File: src/hw/rtl/fsip_pkg.sv
`timescale 1ns / 1ps
`default_nettype none

package fsip_pkg;

  localparam int SITE_W = 5;
  localparam int TGT_N  = 32;
  localparam int OCC_W  = 32;

  localparam logic FUNC_LOAD  = 1'b0;
  localparam logic FUNC_QUERY = 1'b1;

  typedef struct packed {
    logic                valid;
    logic                func;
    logic [SITE_W-1:0]   site;
    logic [SITE_W-1:0]   target;
    logic [OCC_W-1:0]    occupancy;
    logic [TGT_N-1:0]    seen;
    logic                parity;
  } fsip_word_t;

endpackage

`default_nettype wire

File: src/hw/rtl/fsip_cell.sv
`timescale 1ns / 1ps
`default_nettype none

module fsip_cell #(
  parameter int IDX = 0
) (
  input  wire                logic clk,
  input  wire                logic rst_n,
  input  wire                logic en,
  input  wire  fsip_pkg::fsip_word_t item_i,
  output fsip_pkg::fsip_word_t     item_o
);

  localparam logic [6:0] IDX_L = 7'(IDX);

  logic [fsip_pkg::SITE_W-1:0] perm_r;
  logic [fsip_pkg::SITE_W-1:0] perm_nxt;
  fsip_pkg::fsip_word_t        item_r;
  fsip_pkg::fsip_word_t        item_nxt;
  logic                        occ_bit;
  logic                        hit;
  logic                        occupied;
  logic [fsip_pkg::TGT_N-1:0]  above;
  logic [fsip_pkg::TGT_N-1:0]  own;

  if (IDX < fsip_pkg::OCC_W) begin : g_occ
    assign occ_bit = item_i.occupancy[IDX];
  end else begin : g_no_occ
    assign occ_bit = 1'b0;
  end

  always_comb begin
    hit      = item_i.valid && (item_i.func == fsip_pkg::FUNC_LOAD)
               && ({2'b00, item_i.site} == IDX_L);
    occupied = item_i.valid && (item_i.func == fsip_pkg::FUNC_QUERY) && occ_bit;
    perm_nxt = hit ? item_i.target : perm_r;
    above    = {{(fsip_pkg::TGT_N-1){1'b1}}, 1'b0} << perm_r;
    own      = {{(fsip_pkg::TGT_N-1){1'b0}}, 1'b1} << perm_r;
    item_nxt = item_i;
    if (occupied) begin
      item_nxt.parity = item_i.parity ^ (^(item_i.seen & above));
      item_nxt.seen   = item_i.seen ^ own;
    end
  end

  always_ff @(posedge clk) begin
    if (en) begin
      perm_r <= perm_nxt;
    end
  end

  always_ff @(posedge clk) begin
    if (!rst_n) begin
      item_r <= '0;
    end else if (en) begin
      item_r <= item_nxt;
    end
  end

  assign item_o = item_r;

endmodule

`default_nettype wire

File: config.mk
export PLATFORM = sky130hd
export DESIGN_NAME = fsip_cell
export DESIGN_NICKNAME = d
export VERILOG_FILES = /design/src/hw/rtl/fsip_pkg.sv /design/src/hw/rtl/fsip_cell.sv
export SDC_FILE = /design/constraint.sdc
export NUM_CORES = 1
export LEC_CHECK = 0
export ABC_AREA = 1
export BUFFER_PORTS_ARGS = -buffer_cell sky130_fd_sc_hd__clkbuf_2
export CAP_MARGIN = 20
export CORE_MARGIN = 2
export CORE_UTILIZATION = 40
export CTS_BUF_LIST = sky130_fd_sc_hd__clkbuf_4 sky130_fd_sc_hd__clkbuf_8 sky130_fd_sc_hd__clkbuf_16
export CTS_CLUSTER_SIZE = 14
export DETAILED_ROUTE_END_ITERATION = 8
export PLACE_DENSITY = 0.64
export RECOVER_POWER = 100
export SYNTH_ARGS = -nofsm -noshare
export SYNTH_HDL_FRONTEND = slang
export SYNTH_SLANG_ARGS = --single-unit
File: constraint.sdc
create_clock -name clk -period 2.8 [get_ports clk]
set_input_delay 0.14 -clock clk [delete_from_list [all_inputs] [get_ports clk]]
set_output_delay 0.14 -clock clk [all_outputs]
set_load 0.05 [all_outputs]
## Yosys cells after proc, flatten, opt, wreduce, memory -nomap -nowiden

Cells that the tools add are included.

- Bits in registers: 82

- Shifts and indexed selects: 2
- Multiplexer cells: 1
- Bitwise operators: 4
- Reduce and logical (&&, ||, !) cells: 7

Operator list:

| operator | number |
|---|---|
| $mux W33 | 1 |
| $and A32 B32 Y32 | 1 |
| $reduce_xor A32 Y1 | 1 |
| $shl A1 B5 Y32 const A | 1 |
| $shl A32 B5 Y32 const A | 1 |
| $xor A32 B32 Y32 | 1 |
| $logic_not A5 Y1 | 1 |
| $logic_and A1 B1 Y1 | 4 |
| $reduce_and A2 Y1 | 1 |
| $not A1 Y1 | 1 |
| $xor A1 B1 Y1 | 1 |

## Depth between registers and ports, before layout

Gate-level depths: netlist (run 1).

- Depth in word-level cells: 5
- Mapped depth: 21
- Depth with buffers taken out: 20

## Worst setup path before layout (run 1)

OpenSTA, ideal clock, no wires.

- Path type: register to register
- From: reg perm_r[3] in the netlist's numbering
- To: reg item_r, in the netlist item_o[0]
- Library setup time: 0.109 ns
- Data arrival time: 1.915 ns
- Setup slack: 0.776 ns
- Cell stages (with the launch flop): 21
- Path buffers: 0
- Clock period less this slack: 2.024 ns
- Path through: edfxtp_1 -> nand2_2 -> nor2_1 -> nand2_1 -> ha_1 -> inv_1 -> nand2_1 -> nand2_1 -> nand2_1 -> nand2_1 -> inv_1 -> nand2_1 -> nand2_1 -> nor2_1 -> nor2_1 -> nand2_1 -> nand3_1 -> nand2_1 -> nand3_1 -> nand2_1 -> inv_1

- Word-level cells in the longest chain between the ends: 5

RTL lines:

| item | RTL line | source |
|---|---|---|
| start: declaration | fsip_cell.sv:16 | `logic [fsip_pkg::SITE_W-1:0] perm_r;` |
| start signal: assignment | fsip_cell.sv:48 | `perm_r <= perm_nxt;` |
| $shl A32 B5 Y32 | fsip_cell.sv:37 | `above = {{(fsip_pkg::TGT_N-1){1'b1}}, 1'b0} << perm_r;` |
| $and A32 B32 Y32 | fsip_cell.sv:41 | `item_nxt.parity = item_i.parity ^ (^(item_i.seen & above));` |
| $reduce_xor A32 Y1 | fsip_cell.sv:41 |  |
| $xor A1 B1 Y1 | fsip_cell.sv:41 |  |
| $mux W33 | fsip_cell.sv:40 | `if (occupied) begin` |
| end signal: assignment | fsip_cell.sv:56 | `item_r <= item_nxt;` |
| end: declaration | fsip_cell.sv:18 | `fsip_pkg::fsip_word_t item_r;` |

No other way between the ends.
A chain may end at the register's enable or synchronous reset.

## Final worst setup path (run 1)

- From: reg perm_r[4] in the netlist's numbering
- To: reg item_r, in the netlist item_o[27]

- Word-level cells in the longest chain between the ends: 3

RTL lines:

| item | RTL line | source |
|---|---|---|
| $shl A1 B5 Y32 | fsip_cell.sv:38 | `own = {{(fsip_pkg::TGT_N-1){1'b0}}, 1'b1} << perm_r;` |
| $xor A32 B32 Y32 | fsip_cell.sv:42 | `item_nxt.seen = item_i.seen ^ own;` |
| $mux W33 | fsip_cell.sv:40 |  |

No other way between the ends.

==> results of run 1 <==
[worst min-delay path, cell delays in order]
cell	delay (ns)
clkbuf_2	0.07
nor2_1	0.03
nor2_1	0.08
[synth_stat cells, types with 2 or more instances]
cell type,count
nor2_1,115
inv_2,3
buf_6,3
inv_1,62
buf_4,2
nand2_2,5
dfxtp_1,77
edfxtp_1,5
nor3_1,2
clkbuf_1,23
xor2_1,19
o221ai_1,12
nand2_1,204
o21ai_0,56
nand4_1,4
o211ai_1,12
nand3_1,51
buf_1,4
a21oi_1,32
[cells by family (layout without fill, tap and decap cells)]
| kind of cell | after synthesis | in the layout |
|---|---|---|
| simple gates | 387 | 387 |
| xor+xnor | 19 | 19 |
| compound gates | 117 | 117 |
| fa+ha+maj | 1 | 1 |
| flops | 82 | 82 |
| buf+inv | 99 | 250 |
[how the worst max path moves through the flow]
stage / endpoint / slack [ns] / depth (start not counted) / start
finish: item_o[27] / 0.29 / 7 / perm_r[4]
global route: item_o[0] / 0.06 / 20 / perm_r[3]
CTS: item_o[0] / 0.41 / 20 / perm_r[3]
detailed placement: item_o[0] / 0.42 / 20 / perm_r[3]
global placement: item_o[0] / 0.49 / 20 / perm_r[2]
floorplan: item_o[0] / 0.78 / 20 / perm_r[3]
[sequential cells by signal (all words and copies together) (netlist names)]
name,count
perm_r,5
item_o,77
[cell usage in the layout (no fill, tap or decap), types with 2 or more instances in the layout]
cell,count
dfxtp_1,77
clkinv_2,2
edfxtp_1,5
o21ai_0,56
nand2_1,204
xor2_1,19
o211ai_1,12
nand2_2,5
buf_4,6
o221ai_1,12
nor2_1,116
clkbuf_16,9
inv_1,64
dlygate4sd3_1,3
clkbuf_2,75
nor3_1,2
nand3_1,51
a21oi_1,32
nand4_1,4
clkbuf_1,85
[report_power, final]
part	internal, mW	switching (mW)	leakage (nW)
logic	0.170	0.520	1.97
clock network	0.715	0.481	0.149
registers	1.26	0.0395	0.685
total	2.14	1.04	2.81
[layer usage]
metal  vias to the layer above  GRT usage [%]  share of wire, %
met4                         0           7.75               1.9
met5                         -              0                 0
met2                       174           37.1                46
li1                       2550              -                 -
met3                        21           6.42               7.2
met1                      2222           29.2                45
[repair_timing]
action	4_1_cts	5_1_grt
endpoints found under the hold margin	3	0
endpoints found under the setup margin	0	0
hold buffers	3	0
buffers inserted	0	0
[cell type report]
type	instances	area (um^2)	share of cell area, %
well taps	140	175	3.12
inverters	65	244	4.35
multi-input cells	524	2430	43.3
clock inverters	6	62.6	1.12
clock buffers	10	239	4.26
flip-flops and latches	82	1690	30.2
repair buffers	169	769	13.7
==> key figures, run 1 <==
Final layout
  – Non-Filler Instances: 996
  – Synthesis-to-layout area growth: 23.7%
  – Share of post-route cells with drive strength above 1: 12.6%
  – Antenna diodes: 0
  – Fin util: 51.3%
  – Final net count: 932
  – Final Cell Area: 5610 um^2
  – FILL cells: 1,204

Worst setup path
  – Arrival @ worst endpoint: 2.74 ns
  – Reg-to-reg slack, setup: 0.29 ns
  – Critical Path End Type: flip-flop
  – CP required: 3.03 ns
  – Buffer and inverter count on the worst path: 4
  – Reg-to-Reg End: item_o[27]
  – Family with the most delay on the worst path: buffers and inverters
  – Crit-path slowest cell: edfxtp_1
  – R2R depth: 7
  – R2R Path Start: perm_r[4]
  – CP Class: flip-flop to flip-flop
  – CP cell instances: inv_1, nor2_1, clkbuf_1, clkbuf_1, a21oi_1, o221ai_1, inv_1
  – CP Launch Type: flip-flop
  – CP max FO: 10
  – CP max stage delay: approximately 0.6 ns

Detailed routing
  – DRT iter0 DRCs: 311
  – Routed wire per std cell: 14.1 um
  – Vias per cell: 4.99
  – Routed WL: ~14,000 um
  – TritonRoute pass-1 iters: 5
  – Final antenna-violating net count: 0
  – Routed via count: roughly 5,000
  – Detailed-route DRC error count: 0

Yosys
  – Compound-Gate Fraction of Synth Area: 15.0%
  – Largest family of logic cells by synthesized area: simple AND/OR/NAND/NOR gates
  – Average footprint of a synthesized cell: 6.43 um^2
  – Cells after synthesis: around 710
  – Dominant cells by area after synthesis: dfxtp_1 34%, nand2_1 17%, nor2_1 9.5%
  – Post-Synthesis Cell Area: around 4500 um^2
  – Synth warn: 0
  – Biggest area consumer among synthesized cells: dfxtp_1
  – Post-synth EDFFs: 5
  – Sequential-to-total area share from yosys stat: 37.3%
  – Synth Flop Type: dfxtp_1
  – Synth cell types: 33
  – Mux cell area share after synthesis: 0%
  – #FFs+latches synth: about 80
  – Synth Area in XOR/XNOR: 3.67%
  – Post-synth ARST share: 0%
  – Syn nets: 786
  – Synth Area in Simple Gates: around a third
  – Synth Area in Adders: 0.276%
  – Synth top area share: 34.0%

STA
  – Setup TNS: 0 ns
  – Final Hold Vio Count: 0
  – Max-Slew Margin vs Limit: 10.6%
  – RSZ-0062 raised after global routing: false
  – Max Slew Vio Count: 0
  – Fmax: 0.399 GHz
  – Slew @ Worst Pin: roughly 1.3 ns
  – Period utilization: between 80 and 90%
  – Worst hold slack: 0.0284 ns
  – Period minus WS final: 2.51 ns
  – Final Skew: 0.00770 ns
  – Setup violations, final: 0
  – PnR worst setup slack: 0.292 ns

Hold path
  – WHS Path Cells: 3
  – Hold path startpoint: item_i[46]
  – WHS Endpoint: item_o[46]
  – Worst Hold Class: primary input to flip-flop

Power
  – PnR Total Power: 3.18 mW
  – Pwr/cell area: between 500 and 600 nW/um^2
  – Worst vdd ir: approximately 0.35 mV
  – Leak: ~2.8 nW

Clock network
  – Sink Count: 82
  – CTS tree: done
  – Post-cts sizing count: 0
  – CTS buffer count: 9
  – Longest Clk Path Bufs: 2
  – Root Driver: clkbuf_16
  – Clock Latency Late Sink: between 0.3 and 0.4 ns
  – H-tree depth: 3
  – Clock edge transition at the registers on the reported setup and hold paths: 0.07 ns

Floorplan
  – DIE WIDTH: roughly 110 um
  – FP Rows: 38
  – Initial Utilization: 41.5%
  – Num ports: 157
  – Core Area: 10,900 um^2
  – DIE AREA: 12,200 um^2
  – Die H: 110 um

Global routing
  – Number of global-route vias before repair: 4,724
  – Global route total overflow: 0
  – Largest net degree at the start of global routing: 63
  – Global-route wire length before repair: 22,900 um
  – Initial antenna violation count: 0
  – GRT Util Overall: around 23%

Placement
  – Placed cell area: approximately 5400 um^2
  – Routability Congestion: 0.919
  – DP Cell Count: approximately 980
  – Dpl hpwl: 11,100 um
  – PortBufs: 156
  – Pre-CTS setup slack: 0.419 ns

Job
  – Max Cap Viol: 0

Status
  – Status: finished, final reports clean
Power figures use the tool's default switching activity.
==> inputs of run 2 (changes only) <==
MAX_ROUTING_LAYER = met4   (was default)
==> key figures, run 2 (synthesis results as in run 1) <==
Status
  – Status: finished, final reports clean

Clock network
  – Sink Count: 82 (unchanged)
  – H-tree depth: 3 (unchanged)
  – CTS buffer count: 9 (unchanged)
  – CTS tree: done
  – Clock Latency Late Sink: 0.33 ns (about the same)
  – Root Driver: clkbuf_16
  – Longest Clk Path Bufs: 2 (unchanged)
  – Post-cts sizing count: 0 (unchanged)
  – Clock edge transition at the registers on the reported setup and hold paths: 0.06 ns (about the same)

Final layout
  – Largest register FFs: 77 (unchanged)
  – Final net count: 931 (-0.11%)
  – Commonest cells after routing, fill and taps aside: 204 x nand2_1, 116 x nor2_1, 88 x clkbuf_1
  – Synthesis-to-layout area growth: 23.3%
  – Final Cell Area: 5590 um^2 (-0.36%)
  – Antenna diodes: 0 (unchanged)
  – Non-Filler Instances: 995 (-0.10%)
  – Fin util: 51.1% (-0.18 points)
  – Share of post-route cells with drive strength above 1: 12.3% (-0.34 points)
  – Most common cell after layout, fill and taps aside: nand2_1

STA
  – Slew @ Worst Pin: 1.34 ns (-0.000239 ns)
  – RSZ-0062 raised after global routing: false
  – Period utilization: 88.5% (-1.1 points)
  – Setup violations, final: 0 (unchanged)
  – Setup TNS: 0 ns (unchanged)
  – Max Slew Vio Count: 0 (unchanged)
  – Final Skew: 0.0107 ns (+0.00298 ns)
  – Period minus WS final: 2.48 ns (-0.0299 ns)
  – Fmax: 0.404 GHz (+1.2%)
  – Final Hold Vio Count: 0 (unchanged)
  – Max-Slew Margin vs Limit: 10.7% (+0.016 points)
  – Worst hold slack: 0.0311 ns (+0.00262 ns)

Detailed routing
  – Routed via count: 5,007 (+0.81%)
  – TritonRoute pass-1 iters: 5 (unchanged)
  – Routed WL: 13,900 um (-0.97%)
  – Vias per cell: 5.03 (+0.91%)
  – Detailed-route DRC error count: 0 (unchanged)
  – Final antenna-violating net count: 0 (unchanged)
  – Routed wire per std cell: 14.0 um (-0.87%)
  – DRT iter0 DRCs: 295 (-5.1%)

Power
  – Leak: 2.79 nW (-0.73%)
  – Pwr/cell area: 559 nW/um^2 (-1.5%)
  – Switching share of total power: 32.5% (-0.21 points)
  – Pint: 2.11 mW (-1.5%)
  – Comb pwr share: 22.1% (+0.4 points)
  – Worst vdd ir: 0.350 mV (-0.40%)
  – Psw: 1.01 mW (-2.5%)
  – Sequential Power Share: 41.5% (+0.8 points)
  – Clk pwr share: 36.4% (-1.2 points)

Placement
  – Routability Congestion: 0.909 (-1.1%)
  – PortBufs: 156 (unchanged)
  – Placed cell area: 5400 um^2 (unchanged)
  – DP Cell Count: 977 (unchanged)
  – Dpl hpwl: 10,900 um (-1.2%)

Floorplan
  – DIE WIDTH: 110 um (unchanged)
  – Num ports: 157 (unchanged)
  – Core Area: 10,900 um^2 (unchanged)
  – Die H: 110 um (unchanged)
  – FP Rows: 38 (unchanged)
  – DIE AREA: 12,200 um^2 (unchanged)
  – Initial Utilization: 41.5% (unchanged)

Global routing
  – GRT Util Overall: 23.3% (+0.44 points)
  – Initial antenna violation count: 0 (unchanged)
  – Number of global-route vias before repair: 4,719 (-0.11%)
  – Largest net degree at the start of global routing: 65 (+3.2%)
  – Global route total overflow: 0 (unchanged)
  – Global-route wire length before repair: 22,800 um (-0.55%)

Worst setup path
  – CP max FO: 10 (unchanged)
  – Crit-path slowest cell: edfxtp_1
  – Family with the most delay on the worst path: buffers and inverters
  – CP max stage delay: 0.58 ns (-0.02 ns)
  – CP cell instances: inv_1, nor2_1, clkbuf_1, clkbuf_1, a21oi_1, o221ai_1, inv_1
  – Critical Path End Type: flip-flop
  – CP required: 3.03 ns (about the same)
  – CP Launch Type: flip-flop
  – Arrival @ worst endpoint: 2.71 ns (-0.03 ns)
  – Buffer and inverter count on the worst path: 4 (unchanged)
  – CP Class: flip-flop to flip-flop

Hold path
  – Worst Hold Class: primary input to flip-flop

Job
  – Max Cap Viol: 0 (unchanged)
==> run 2: cell count changes in the layout (fill, tap and decap cells not counted), sizes merged <==
cell | previous run | this run
dlygate4sd3 | 3 | 2
bufinv | 1 | 0
clkbuf | 170 | 173
clkinv | 2 | 0
clkinvlp | 1 | 2
inv | 67 | 66
==> run 2: final timing paths <==
check | startpoint | endpoint | slack, ns | cells after the start
setup / recovery | perm_r[4] | item_o[19] | 0.32 | 7
hold reg to reg | item_o[76] | item_o[76] | 0.47 | 2
hold / removal | item_i[61] | item_o[61] | 0.03 | 3
setup reg to reg | perm_r[4] | item_o[19] | 0.32 | 7
==> run 2: stage by stage <==
stage	setup WS (ns)	power [mW]
2_1_floorplan	0.776	1.81
3_3_place_gp	0.486	2.02
3_5_place_dp	0.406	2.03
4_1_cts	0.401	3.18
5_1_grt	0.0498	3.28
6_report	0.322	3.12
==> run 2: metal layers <==
metal	track usage, %	up-vias	part of all wire [%]
met5	-	-	0
met4	6.92	0	1.3
met3	5.21	13	6.1
met2	38.2	158	48
met1	28.8	2283	45
li1	-	2553	-
==> run 2: power groups by stage <==
stage          clock network (mW)  logic [mW]  registers [mW]
6_report                     1.14       0.690            1.29
3_5_place_dp                    0       0.709            1.32
2_1_floorplan                   0       0.236            1.58
3_3_place_gp                    0       0.702            1.32
5_1_grt                      1.23       0.751            1.30
4_1_cts                      1.17       0.714            1.30
==> run 2: timing repair <==
action / in CTS / in global routing
buffers inserted: 0 / 0
endpoints found under the hold margin: 2 / 0
hold buffers: 2 / 0
==> run 2: worst reg2reg max path, stage by stage, from the launching register on <==
cell and delay (ns):
edfxtp_1 0.58, inv_1 0.28, nor2_1 0.35, clkbuf_1 0.44
clkbuf_1 0.36, a21oi_1 0.13, o221ai_1 0.19, inv_1 0.05
==> run 2: final cells by class <==
cell class	instances	area (um^2)
inverters	65	244
multi-input cells	524	2430
clock buffers	13	274
clock inverters	3	21.3
well taps	140	175
fillers	1135	5350
repair buffers	168	756
flip-flops and latches	82	1690
==> inputs of run 3 (changes only) <==
ABC_AREA = 0   (was 1)
CAP_MARGIN = default   (was 20)
PLACE_DENSITY = 0.65   (was 0.64)
clock period = 2.6 ns   (was 2.8 ns; I/O delays follow)
==> key figures, run 3 <==
Yosys
  – Top-count cell post-synth: dfxtp_1
  – Sequential-to-total area share from yosys stat: 39.4% (+2.1 points)
  – Synth Flop Type: dfxtp_1
  – Post-synth EDFFs: 5 (unchanged)
  – Cells after synthesis: 452 (-36%)
  – #FFs+latches synth: 82 (unchanged)
  – Synth warn: 0 (unchanged)
  – Biggest area consumer among synthesized cells: dfxtp_1
  – Average footprint of a synthesized cell: 9.50 um^2 (+48%)
  – Synth top area share: 35.9% (+1.9 points)
  – Dominant cells by area after synthesis: dfxtp_1 36%, mux2i_1 11%, o211a_1 7.5%
  – Post-Synthesis Cell Area: 4290 um^2 (-5.3%)
  – Post-synth ARST share: 0% (unchanged)
  – Synth cell types: 58 (+76%)
  – Most frequent cells after synthesis: 77 x dfxtp_1, 47 x mux2i_1, 44 x nor2b_1
  – Syn nets: 533 (-32%)

Final layout
  – Largest register FFs: 77 (unchanged)
  – Most common cell after layout, fill and taps aside: clkbuf_1
  – Final Cell Area: 5340 um^2 (-4.4%)
  – Fin util: 51.5% (+0.41 points)
  – Final net count: 685 (-26%)
  – Synthesis-to-layout area growth: 24.4%
  – Commonest cells after routing, fill and taps aside: 83 x clkbuf_1, 77 x dfxtp_1, 75 x clkbuf_2
  – Antenna diodes: 0 (unchanged)
  – Share of post-route cells with drive strength above 1: 18.9% (+6.6 points)

Clock network
  – Sink Count: 82 (unchanged)
  – CTS buffer count: 9 (unchanged)
  – Longest Clk Path Bufs: 2 (unchanged)
  – Root Driver: clkbuf_8
  – H-tree depth: 3 (unchanged)
  – Clock Latency Late Sink: 0.35 ns (+0.02 ns)
  – Clock edge transition at the registers on the reported setup and hold paths: 0.08 ns (+0.02 ns)
  – CTS tree: done

STA
  – PnR worst setup slack: 0.180 ns (-0.142 ns)
  – Final Hold Vio Count: 0 (unchanged)
  – Fmax: 0.413 GHz (+2.4%)
  – Setup violations, final: 0 (unchanged)
  – Slew @ Worst Pin: 1.80 ns (+0.464 ns)
  – Setup TNS: 0 ns (unchanged)
  – Period utilization: 93.1% (+4.6 points)
  – Worst hold slack: 0.0297 ns (-0.00139 ns)
  – Max-Slew Margin vs Limit: -20.2% (-31 points)
  – Max Slew Vio Count: 27 (+27)
  – Period minus WS final: 2.42 ns (-0.0576 ns)
  – Final Skew: 0.00956 ns (-0.00113 ns)
  – RSZ-0062 raised after global routing: false

Detailed routing
  – Routed WL: 11,800 um (-15%)
  – Vias per cell: 5.24 (+4.2%)
  – TritonRoute pass-1 iters: 4 (-1)
  – Routed via count: 3,906 (-22%)
  – DRT iter0 DRCs: 124 (-58%)
  – Final antenna-violating net count: 0 (unchanged)
  – Routed wire per std cell: 15.8 um (+13%)
  – Detailed-route DRC error count: 0 (unchanged)

Worst setup path
  – CP Class: flip-flop to flip-flop
  – Crit-path slowest cell: edfxtp_1
  – CP required: 2.88 ns (-0.15 ns)
  – Critical Path End Type: flip-flop
  – Family with the most delay on the worst path: XOR/XNOR gates
  – CP cell instances: and3_1, nand3_1, ha_1, xnor3_1, xnor2_1, xnor2_1, xnor2_1, a21oi_1, nor3b_2, mux2i_1
  – CP max FO: 3 (-7)
  – Buffer and inverter count on the worst path: 0 (-4)
  – Arrival @ worst endpoint: 2.70 ns (about the same)
  – CP max stage delay: 0.44 ns (-0.14 ns)
  – CP Launch Type: flip-flop
  – Most used cell, CP: xnor2_1

Placement
  – Routability Congestion: 0.895 (-1.5%)
  – Dpl hpwl: 8690 um (-21%)
  – PortBufs: 156 (unchanged)
  – Placed cell area: 5130 um^2 (-4.9%)
  – Pre-CTS setup slack: 0.0791 ns (-0.327 ns)

Power
  – Leak: 2.36 nW (-15%)
  – Worst vdd ir: 0.322 mV (-8.0%)
  – Pwr/cell area: 579 nW/um^2 (+3.6%)

Floorplan
  – Die H: 108 um (-2.6%)
  – FP Rows: 37 (-2.6%)
  – DIE WIDTH: 108 um (-2.6%)
  – Num ports: 157 (unchanged)
  – DIE AREA: 11,600 um^2 (-5.1%)
  – Core Area: 10,400 um^2 (-5.2%)
  – Initial Utilization: 41.4% (-0.055 points)

Status
  – Status: finished with violations
  – Violated checks: capacitance limit, slew limit

Global routing
  – Number of global-route vias before repair: 3,783 (-20%)
  – Global route total overflow: 0 (unchanged)
  – Largest net degree at the start of global routing: 46 (-29%)
  – Initial antenna violation count: 0 (unchanged)
  – Global-route wire length before repair: 18,700 um (-18%)
  – GRT Util Overall: 21.1% (-2.2 points)

Job
  – Max Cap Viol: 1 (+1)

Hold path
  – Worst Hold Class: primary input to flip-flop
[run 3: final timing paths]
path | from | to | slack (ns) | cells past startpoint
setup reg to reg | perm_r[2] | item_o[0] | 0.18 | 10
setup / recovery | perm_r[2] | item_o[0] | 0.18 | 10
hold / removal | item_i[63] | item_o[63] | 0.03 | 3
hold reg to reg | item_o[13] | item_o[13] | 0.48 | 1
[run 3: area by class of cell]
type | instances | area (um^2)
Fill cell | 1034 | 5030
Clock buffer | 13 | 173
Clock inverter | 3 | 46.3
Multi-Input combinational cell | 330 | 2370
Timing Repair Buffer | 174 | 860
Sequential cell | 82 | 1690
Tap cell | 136 | 170
Inverter | 7 | 28.8
[run 3: where the power goes]
| part | total [mW] | internal, mW | switching, mW | leakage, nW |
|---|---|---|---|---|
| Clock | 0.997 | 0.536 | 0.462 | 0.109 |
| Sequential | 1.38 | 1.34 | 0.0392 | 0.683 |
| Combinational | 0.712 | 0.227 | 0.485 | 1.57 |
| Total | 3.09 | 2.11 | 0.986 | 2.36 |
[run 3: timing repair]
item,4_1_cts,5_1_grt
setup buffers,0,2
hold buffers,6,0
resized for setup,0,1
endpoints found under the setup margin,0,1
endpoints found under the hold margin,6,0
[run 3: metal layers]
metal | wire, um | vias to the layer above | global-route usage, % | part of all wire, %
li1 | - | 1941 | - | -
met1 | 5460 | 1815 | 27.7 | 46
met2 | 5350 | 138 | 32.3 | 45
met3 | 769 | 12 | 5.27 | 6.5
met4 | 189 | 0 | 6.14 | 1.6
met5 | 0 | - | - | 0
[run 3: kinds of logic after synthesis]
kind of cell | after synthesis | synth area share [%]
AOI/OAI and AO/OA | 102 | 18.2
xor gates and xnor gates | 20 | 4.72
adders and majority gates | 2 | 0.524
buffers and inverters | 40 | 5.33
DFF | 82 | 39.4
muxes | 47 | 11.0
and+or+nand+nor | 159 | 20.9
[run 3: tightest hold or removal path, stage by stage]
cell	delay, ns
clkbuf_2	0.07
mux2i_1	0.05
nor2b_1	0.09
[run 3: metrics by stage]
step / power (mW) / instances
2_1_floorplan: 1.93 / 452
6_report: 3.09 / 745
3_3_place_gp: 2.13 / 721
3_5_place_dp: 2.14 / 721
4_1_cts: 3.15 / 743
5_1_grt: 3.24 / 745
